`config.mk`:
```
export PLATFORM = sky130hd
export DESIGN_NAME = dsc_front
export DESIGN_NICKNAME = d
export VERILOG_FILES = /design/src/sv/dsc_pkg.sv /design/src/sv/dsc_front.sv
export SDC_FILE = /design/constraint.sdc
export NUM_CORES = 1
export LEC_CHECK = 0
export BUFFER_PORTS_ARGS = -buffer_cell sky130_fd_sc_hd__buf_2
export CAP_MARGIN = 20
export CORE_ASPECT_RATIO = 0.6
export CORE_MARGIN = 1.5
export CORE_UTILIZATION = 32
export DETAILED_ROUTE_END_ITERATION = 8
export MAX_ROUTING_LAYER = met4
export PLACE_DENSITY = 0.73
export SLEW_MARGIN = 15
export SYNTH_ARGS = -nofsm -noshare
export SYNTH_HDL_FRONTEND = slang
export SYNTH_SLANG_ARGS = --single-unit
```
`constraint.sdc`:
```
create_clock -name clk -period 1.9 [get_ports clk]
set_input_delay 0.19 -clock clk [delete_from_list [all_inputs] [get_ports clk]]
set_output_delay 0.19 -clock clk [all_outputs]
set_load 0.05 [all_outputs]
```
`src/sv/dsc_pkg.sv`:
```
`timescale 1ns / 1ps
// ----------------------------------------------------------------------------
// dsc_pkg
// Shared widths, constants and types of the divisible subarray counter.
// ----------------------------------------------------------------------------
package dsc_pkg;

  localparam int VALUE_W    = 20;
  localparam int RES_W      = 16;
  localparam int DIV_W      = 17;
  localparam int DIVIDEND_W = 21;
  localparam int PAIR_W     = 25;
  localparam int BEST_W     = 17;
  localparam int TAG_W      = 8;
  localparam int QUEUE_DEPTH = 4;

  localparam logic [PAIR_W-1:0] PAIR_MOD = PAIR_W'(20091101);
  localparam logic [BEST_W-1:0] SAT17    = '1;
  localparam logic [DIV_W-1:0]  MAX_K    = DIV_W'(65536);

  // One accepted input transaction after decoding.
  typedef struct packed {
    logic               start;
    logic [VALUE_W-1:0] value;
    logic               last;
  } cmd_t;

  // Status from the back end to the front end.
  typedef struct packed {
    logic clearing;
  } back_status_t;

  // One residue store entry; an entry counts only if its tag is current.
  typedef struct packed {
    logic [TAG_W-1:0]  tag;
    logic [BEST_W-1:0] count;
    logic [BEST_W-1:0] best;
  } entry_t;

  // Divisor zero acts as one; anything above the table size is clamped.
  function automatic logic [DIV_W-1:0] eff_divisor(input logic [DIV_W-1:0] k);
    logic [DIV_W-1:0] r;
    r = k;
    if (k == '0) begin
      r = DIV_W'(1);
    end else if (k > MAX_K) begin
      r = MAX_K;
    end
    return r;
  endfunction

endpackage

```
`src/sv/dsc_front.sv`:
```
`timescale 1ns / 1ps
// ----------------------------------------------------------------------------
// dsc_front
// Input stage: takes stream transactions, decodes them into commands and
// hands them to the command queue. Holds off while the stores are cleared.
// ----------------------------------------------------------------------------
module dsc_front (
  input  logic                  clk,
  input  logic                  rst,
  input  logic                  s_axis_tvalid,
  output logic                  s_axis_tready,
  input  logic [23:0]           s_axis_tdata,
  input  logic                  s_axis_tlast,
  input  logic                  s_axis_tuser,
  input  dsc_pkg::back_status_t status,
  output logic                  cmd_valid,
  input  logic                  cmd_ready,
  output dsc_pkg::cmd_t         cmd
);
  import dsc_pkg::*;

  logic hold_valid;
  cmd_t hold;

  assign s_axis_tready = !status.clearing && (!hold_valid || cmd_ready);
  assign cmd_valid     = hold_valid;
  assign cmd           = hold;

  always_ff @(posedge clk) begin
    if (rst) begin
      hold_valid <= 1'b0;
    end else if (s_axis_tvalid && s_axis_tready) begin
      hold_valid <= 1'b1;
    end else if (cmd_ready) begin
      hold_valid <= 1'b0;
    end
  end

  always_ff @(posedge clk) begin
    if (s_axis_tvalid && s_axis_tready) begin
      hold.start <= s_axis_tuser;
      hold.value <= s_axis_tdata[VALUE_W-1:0];
      hold.last  <= s_axis_tlast;
    end
  end

endmodule

```
==> flow_metrics.py <==
metrics = {
    "logic_synthesis": {
        "synthMuxAreaShare_pct": 0,
        "synth_top_family_by_area": "simple AND/OR/NAND/NOR gates",
        "synth-adder-area-share_pct": 0,
        "netlist_area_sq_um": 718,
        "synth_compound_area_share_pct": 1.22,
        "ys_types": 7,
        "syn-instance-count": 29,
        "synth-simple-area-share_pct": 4.01,
        "synth_xor_area_share_pct": 0,
        "synth.avg_cell_area_sq_um": 24.8,
        "yosysWarnings": 0,
        "syn-num-nets": 60,
        "ys_seq_area_share_pct": 94.8,
        "ys_ff_latch": 23,
    },
    "sta": {
        "setup_viol": 0,
        "fin_tns_setup_ns": 0,
        "slew_headroom_pct": 81.8,
        "clock_skew_ns": 0.00341,
        "final-max-slew-violation-count": 0,
        "worstMarginPinSlew_ns": 0.273,
        "period_needed_ns": 1.29,
        "period_share_pct": 67.8,
        "rsz0062_at_grt": "no",
        "max_freq_mhz": 776,
        "hold_viol_final": 0,
    },
    "worst_setup_path": {
        "path_class": "reg -> out",
        "startpoint_type": "flop",
        "cp.required_ns": 1.71,
        "arrival_ns": 1.10,
        "path_buf_inv": 1,
        "slowest_stage": "dfxtp_1",
        "crit_chain": "nor2b_1, nor2_1, buf_2",
        "slowest_delay_ns": 0.35,
        "cp-startpoint": "cmd_valid$_SDFFE_PP0P_",
        "rr_startpoint": "cmd_valid$_SDFFE_PP0P_",
        "endpoint_kind": "primary output",
        "critPathMaxFanout": 3,
        "critPathTopFamily": "flip-flops",
    },
    "layout": {
        "utilization_pct": 49.5,
        "seqCellArea_sq_um": 681,
        "mostFrequentLayoutCells": "buf_2 (50), edfxtp_1 (22), clkbuf_8 (3)",
        "fillers": 213,
        "areaGrowthSynthToFinish_pct": 47.9,
        "n_antenna_cell": 0,
        "multi_input_area_sq_um": 40.0,
        "layout_commonest_cell": "buf_2",
        "fin_nets": 116,
        "drive_above_1_share_pct": 69.0,
    },
    "place": {
        "place_congestion": 0.585,
        "port_buffers": 50,
    },
    "flow_run": {
        "max-cap-violations": 0,
    },
    "routing": {
        "firstDrtPassIters": 4,
        "wl_per_cell_microns": 11.3,
        "drc": 0,
        "via_per_inst": 4.12,
        "ant_nets": 0,
        "drt-initial-drc-count": 37,
        "vias": 470,
        "wl_microns": 1290,
    },
    "floorplan": {
        "die_h_microns": 39.7,
        "coreArea_sq_mm": 0.00215,
        "dieArea_sq_mm": 0.00255,
        "row_count": 13,
        "pin_count": 55,
        "start_util_pct": 33.4,
        "die_w_microns": 64.2,
    },
    "global_route": {
        "grt_start_max_net_pins": 23,
        "overflow": 0,
        "met3_usage_pct": 6.32,
        "met2_usage_pct": 18.0,
        "grt_pass1_wl_microns": 1810,
        "antenna_found_initial": 0,
        "grt-busiest-layer": "met2",
        "met1_usage_pct": 10.8,
        "track_usage_pct": 11.0,
        "grt_pass1_vias": 403,
    },
    "clocking": {
        "cts_resized": 0,
        "clock-sinks": 23,
        "worstSkewPairLatency_ns": 0.26,
        "cts.path.max_buffers": 2,
        "htreeDepth": 1,
        "cts-buffers-inserted": 3,
        "cts_hold_buf": 0,
        "root_buffer": "clkbuf_8",
        "post-cts-setup-buffer-count": 0,
        "clkSlewWorstSetupHoldPaths_ns": 0.08,
        "cts_tree": "done",
    },
    "status": {
        "status": "complete, no violations",
    },
    "min_path": {
        "hold_path_class": "in -> reg",
        "hold_path_startpoint": "rst",
    },
    "pwr": {
        "power.leakage_uw": 0.000455,
        "peakVddDrop_mv": 0.354,
        "powerDensity_mw_per_mm2": 956,
    },
}
-- cell usage after synthesis --
library cell  number  area, sq um
nand2b_2           1         8.76
dfxtp_1            1         20.0
nor2_1             2         7.51
nor2b_1            1         6.26
a21oi_2            1         8.76
edfxtp_1          22          661
nand2b_1           1         6.26
-- state kept, by name, indices dropped and copies added (netlist names) --
| signal | flops |
|---|---|
| cmd | 22 |
| cmd_valid | 1 |
-- worst reg2reg max path: cells and delay by family, from the launching register on --
family,cells,cell delay (ns)
buffers and inverters,1,0.28
flip-flops,1,0.33
AND/OR/NAND/NOR,2,0.25
-- final cells by class --
class	count	area share, %
repair buffers	51	24.3
well taps	30	3.53
flip-flops and latches	23	64.1
clock inverters	1	0.471
clock buffers	3	3.89
multi-input cells	6	3.77
-- power by group --
group	switching, uW	leakage, uW	internal [uW]
logic	103	0.000215	37.1
clock network	144	0.0000255	146
registers	4.80	0.000214	581
-- logic make-up after synthesis --
logic type,count (synthesis)
compound gates,1
flops,23
simple gates,5
-- per-layer routing --
metal	wire length, microns	share of wire [%]	vias up
li1	-	-	219
met1	550	43	216
met2	580	45	35
met3	162	13	0
met4	0	0	0
met5	0	0	-
-- path summary, 6_finish.rpt --
kind / to / slack (ns) / cells past startpoint
max: s_axis_tready / 0.61 / 3
min: cmd_valid$_SDFFE_PP0P_ / 0.08 / 2
max reg2reg: cmd[6]$_DFFE_PP_ / 0.72 / 3
min reg2reg: cmd_valid$_SDFFE_PP0P_ / 0.50 / 2
-- stage by stage --
step,setup slack (ns),hold WS (ns),total power (uW),cells,area (sq um)
final,0.611,0.0768,1020,114,1060
after global routing,0.515,0.0703,1060,114,1060
after CTS,0.583,0.0665,1030,114,1060
after detailed placement,0.710,0.351,739,110,1020
after global placement,0.733,0.351,736,110,1020
after floorplan,0.204,0.252,689,29,721
Note: power is estimated with default switching activity, not from simulation.
