[src/sv/dsc_pkg.sv]
`timescale 1ns / 1ps
// ----------------------------------------------------------------------------
// dsc_pkg
// Shared widths, constants and types of the divisible subarray counter.
// ----------------------------------------------------------------------------
package dsc_pkg;

  localparam int VALUE_W    = 20;
  localparam int RES_W      = 16;
  localparam int DIV_W      = 17;
  localparam int DIVIDEND_W = 21;
  localparam int PAIR_W     = 25;
  localparam int BEST_W     = 17;
  localparam int TAG_W      = 8;
  localparam int QUEUE_DEPTH = 4;

  localparam logic [PAIR_W-1:0] PAIR_MOD = PAIR_W'(20091101);
  localparam logic [BEST_W-1:0] SAT17    = '1;
  localparam logic [DIV_W-1:0]  MAX_K    = DIV_W'(65536);

  // One accepted input transaction after decoding.
  typedef struct packed {
    logic               start;
    logic [VALUE_W-1:0] value;
    logic               last;
  } cmd_t;

  // Status from the back end to the front end.
  typedef struct packed {
    logic clearing;
  } back_status_t;

  // One residue store entry; an entry counts only if its tag is current.
  typedef struct packed {
    logic [TAG_W-1:0]  tag;
    logic [BEST_W-1:0] count;
    logic [BEST_W-1:0] best;
  } entry_t;

  // Divisor zero acts as one; anything above the table size is clamped.
  function automatic logic [DIV_W-1:0] eff_divisor(input logic [DIV_W-1:0] k);
    logic [DIV_W-1:0] r;
    r = k;
    if (k == '0) begin
      r = DIV_W'(1);
    end else if (k > MAX_K) begin
      r = MAX_K;
    end
    return r;
  endfunction

endpackage

[src/sv/dsc_queue.sv]
`timescale 1ns / 1ps
// ----------------------------------------------------------------------------
// dsc_queue
// Short command queue between the front end and the back end.
// ----------------------------------------------------------------------------
module dsc_queue (
  input  logic          clk,
  input  logic          rst,
  input  logic          in_valid,
  output logic          in_ready,
  input  dsc_pkg::cmd_t in_cmd,
  output logic          out_valid,
  input  logic          out_ready,
  output dsc_pkg::cmd_t out_cmd
);
  import dsc_pkg::*;

  localparam int PTR_W = $clog2(QUEUE_DEPTH);

  cmd_t             slots [QUEUE_DEPTH];
  logic [PTR_W-1:0] wr_ptr;
  logic [PTR_W-1:0] rd_ptr;
  logic [PTR_W:0]   fill;
  logic             push;
  logic             pop;

  assign in_ready  = (fill != (PTR_W+1)'(QUEUE_DEPTH));
  assign out_valid = (fill != '0);
  assign out_cmd   = slots[rd_ptr];
  assign push      = in_valid && in_ready;
  assign pop       = out_valid && out_ready;

  always_ff @(posedge clk) begin
    if (rst) begin
      wr_ptr <= '0;
      rd_ptr <= '0;
      fill   <= '0;
    end else begin
      if (push) begin
        wr_ptr <= wr_ptr + 1'b1;
      end
      if (pop) begin
        rd_ptr <= rd_ptr + 1'b1;
      end
      if (push && !pop) begin
        fill <= fill + 1'b1;
      end else if (pop && !push) begin
        fill <= fill - 1'b1;
      end
    end
  end

  always_ff @(posedge clk) begin
    if (push) begin
      slots[wr_ptr] <= in_cmd;
    end
  end

endmodule

[config.mk]
export PLATFORM = sky130hd
export DESIGN_NAME = dsc_queue
export DESIGN_NICKNAME = d
export VERILOG_FILES = /design/src/sv/dsc_pkg.sv /design/src/sv/dsc_queue.sv
export SDC_FILE = /design/constraint.sdc
export NUM_CORES = 1
export LEC_CHECK = 0
export ABC_AREA = 0
export BUFFER_PORTS_ARGS = -buffer_cell sky130_fd_sc_hd__buf_2
export CAP_MARGIN = 20
export CORE_MARGIN = 10
export CORE_UTILIZATION = 45
export DETAILED_ROUTE_END_ITERATION = 8
export GPL_TIMING_DRIVEN = 1
export SYNTH_ARGS = -nofsm -noshare
export SYNTH_HDL_FRONTEND = slang
export SYNTH_SLANG_ARGS = --single-unit
[constraint.sdc]
create_clock -name clk -period 2.2 [get_ports clk]
set_input_delay 0.11 -clock clk [delete_from_list [all_inputs] [get_ports clk]]
set_output_delay 0.11 -clock clk [all_outputs]
set_load 0.01 [all_outputs]
==> reports/results.tsv <==
metric	value	unit
Synth area leader	edfxtp_1	
Main synth FF type	edfxtp_1	
EDFF count, synth	88	
Die Y	110	µm
share of the yosys chip area belonging to registers	77.2	%
Hold Path Depth	2	
Setup crit end kind	flop	
final weighted congestion in routability-driven placement	0.679	
Req. time, crit path	2.48	ns
Gate Count Post-Synth	162	
status	finished, final reports clean	
Worst-Skew Late Latency	0.35	ns
setup violators final	0	
detailed placement HPWL	4180	µm
post-synthesis cell type count	24	
main combinational cell family by area after synthesis	multiplexers	
DRC errors left	0	
PwrDens	1050	nW/µm²
post-synthesis async set-or-reset flop share	0	%
Hold Path Class	input pin to flop	
Slew @ Worst Pin	0.404	ns
Placed Cells	315	
H-tree Lvls	3	
final-stage net count	278	
Area growth syn-to-layout	22.5	%
largest net degree at the start of global routing	23	
hold path start	rst	
die width	110	µm
top post-synthesis cells by area	edfxtp_1 72%, mux4_2 12%, dfxtp_1 4.9%	
multiplexer share of the synthesized area	14.6	%
worst r2r dst	fill[2]	
Peak Freq	476	MHz
Worst Setup Start Kind	flop	
simple-gate share of the synthesized area	2.36	%
Max VDD drop	0.525	mV
post-layout util	57.4	%
setup repair after global routing missed its margin	no	
fin crit period	2.10	ns
clk slew on worst S/H paths	0.09	ns
Core Area	7810	µm²
Leakage	1.57	nW
n_diodes	0	
total track usage	10.8	%
share of cells above drive strength 1	37.8	%
DR vias/cell	5.01	
initial antenna violation count	0	
period utilization	95.4	%
Worst R2R Setup Slack	0.10	ns
root buffer cell	clkbuf_8	
most instantiated cells after synthesis	88 x edfxtp_1, 20 x mux4_2, 9 x dfxtp_1	
TritonCTS clock tree	done	
XOR/XNOR share of the synthesized area	0.958	%
IO Pins	50	
first-pass GRT wire length	10000	µm
top-count cell post-synth	edfxtp_1	
worst hold endpoint	fill[2]	
relative slew slack	73.0	%
critical path arrival	2.38	ns
Synth Area in Compound Gates	1.37	%
clock sink total	97	
I/O Buffers	49	
net count of the mapped netlist	194	
setup tns final	0	ns
vias in the first global route	2028	
r2r worst-path depth	7	
Yosys warnings	0	
Vias	1770	
Filler cells	592	
Synth Register Bits	97	
drt first pass iters	4	
wire per inst	17.6	µm
# rows	32	
Syn Std Cell Area	3660	µm²
top-area cell type share of the netlist area	72.2	%
crit path kind	flop to flop	
initial drt markers	72	
final hold violation count	0	
clock buffer depth	2	
Synth Area in Adders	2.26	%
worst r2r src	fill[0]	
Avg Cell Area, Syn	22.6	µm²
final std cells w/o fill	353	
final WL	6230	µm
final clock skew	0.0121	ns
Total Power	4.71	mW
TritonCTS Buffers	9	
Antenna Violating Nets Remaining	0	
Max FO, Critical Path	6	
Resized Gates After CTS	0	
max cap viols	0	
Slew Viols, Final	0	
global route total overflow	0	
die area	12100	µm²
Starting Density	46.9	%
==> critical path, stage by stage (launching register included) <==
cell,delay (ns)
dfxtp_1,0.40
o31ai_2,0.34
ha_1,0.25
inv_1,0.07
fa_1,0.37
xor2_1,0.16
or3_1,0.31
a21oi_1,0.14
==> registers in the layout, summed over array words and instances, names as in the netlist, named ones only <==
| name | cells |
|---|---|
| fill | 3 |
| rd_ptr | 2 |
| slots | 88 |
| wr_ptr | 2 |
==> per-stage QoR <==
step / setup slack [ns] / instance area, µm² / hold WS, ns
floorplan: 0.222 / 3660 / 0.209
global placement: 0.250 / 4060 / 0.319
detailed placement: 0.110 / 4060 / 0.326
CTS: 0.0934 / 4480 / 0.0321
global route: 0.00603 / 4480 / 0.0545
finish: 0.100 / 4480 / 0.0452
==> repair_timing <==
item | 4_1_cts | 5_1_grt
hold buffers | 22 | 0
setup buffers | 0 | 0
endpoints found under the hold margin | 88 | 0
==> per-layer routing <==
layer | wire, µm | global-route usage (%) | part of all wire [%] | up-vias
met2 | 3440 | 19.7 | 55 | 47
met3 | 364 | 3.31 | 5.8 | 4
li1 | - | - | - | 828
met4 | 38 | 3.21 | 0.61 | 0
met5 | 0 | 0 | 0 | -
met1 | 2390 | 11.8 | 38 | 891
==> worst max path at each step <==
stage	from	to	slack [ns]	depth (start not counted)
after global routing	fill[0]	fill[2]	0.006	8
after global placement	fill[1]	fill[2]	0.25	7
after CTS	fill[1]	fill[2]	0.09	7
after detailed placement	fill[1]	fill[2]	0.11	7
after floorplan	fill[0]	fill[2]	0.22	8
final	fill[0]	fill[2]	0.10	7
==> report_power, final <==
group	internal [mW]	switching, mW
sequential	2.24	0.143
combinational	0.630	0.570
clock	0.536	0.587
==> cells in the final DEF (no fill, tap or decap), types with 2 or more instances in the layout <==
master	count
dfxtp_1	8
xor2_1	4
inv_1	3
and2_1	4
buf_4	6
mux4_1	2
nor2_1	7
clkbuf_8	9
buf_2	49
dlygate4sd3_1	22
or3_1	2
edfxtp_1	88
mux4_2	20
ha_1	5
inv_6	3
mux2i_1	2
nand2b_1	2
==> layout make-up <==
type | count | area, µm² | share of cell area [%]
tap | 102 | 128 | 2.85
sequential | 97 | 2820 | 63.0
multi-input combinational | 57 | 788 | 17.6
clock inverter | 7 | 76.3 | 1.70
timing repair buffer | 78 | 531 | 11.8
clock buffer | 9 | 124 | 2.76
inverter | 3 | 11.3 | 0.251
==> kinds of logic after synthesis <==
| logic type | after synthesis |
|---|---|
| DFF | 97 |
| AOI/OAI and AO/OA | 5 |
| muxes | 25 |
| xor gates and xnor gates | 4 |
| and+or+nand+nor | 17 |
| adders and majority gates | 6 |
| buffers and inverters | 8 |
(Power assumes the default switching activity.)
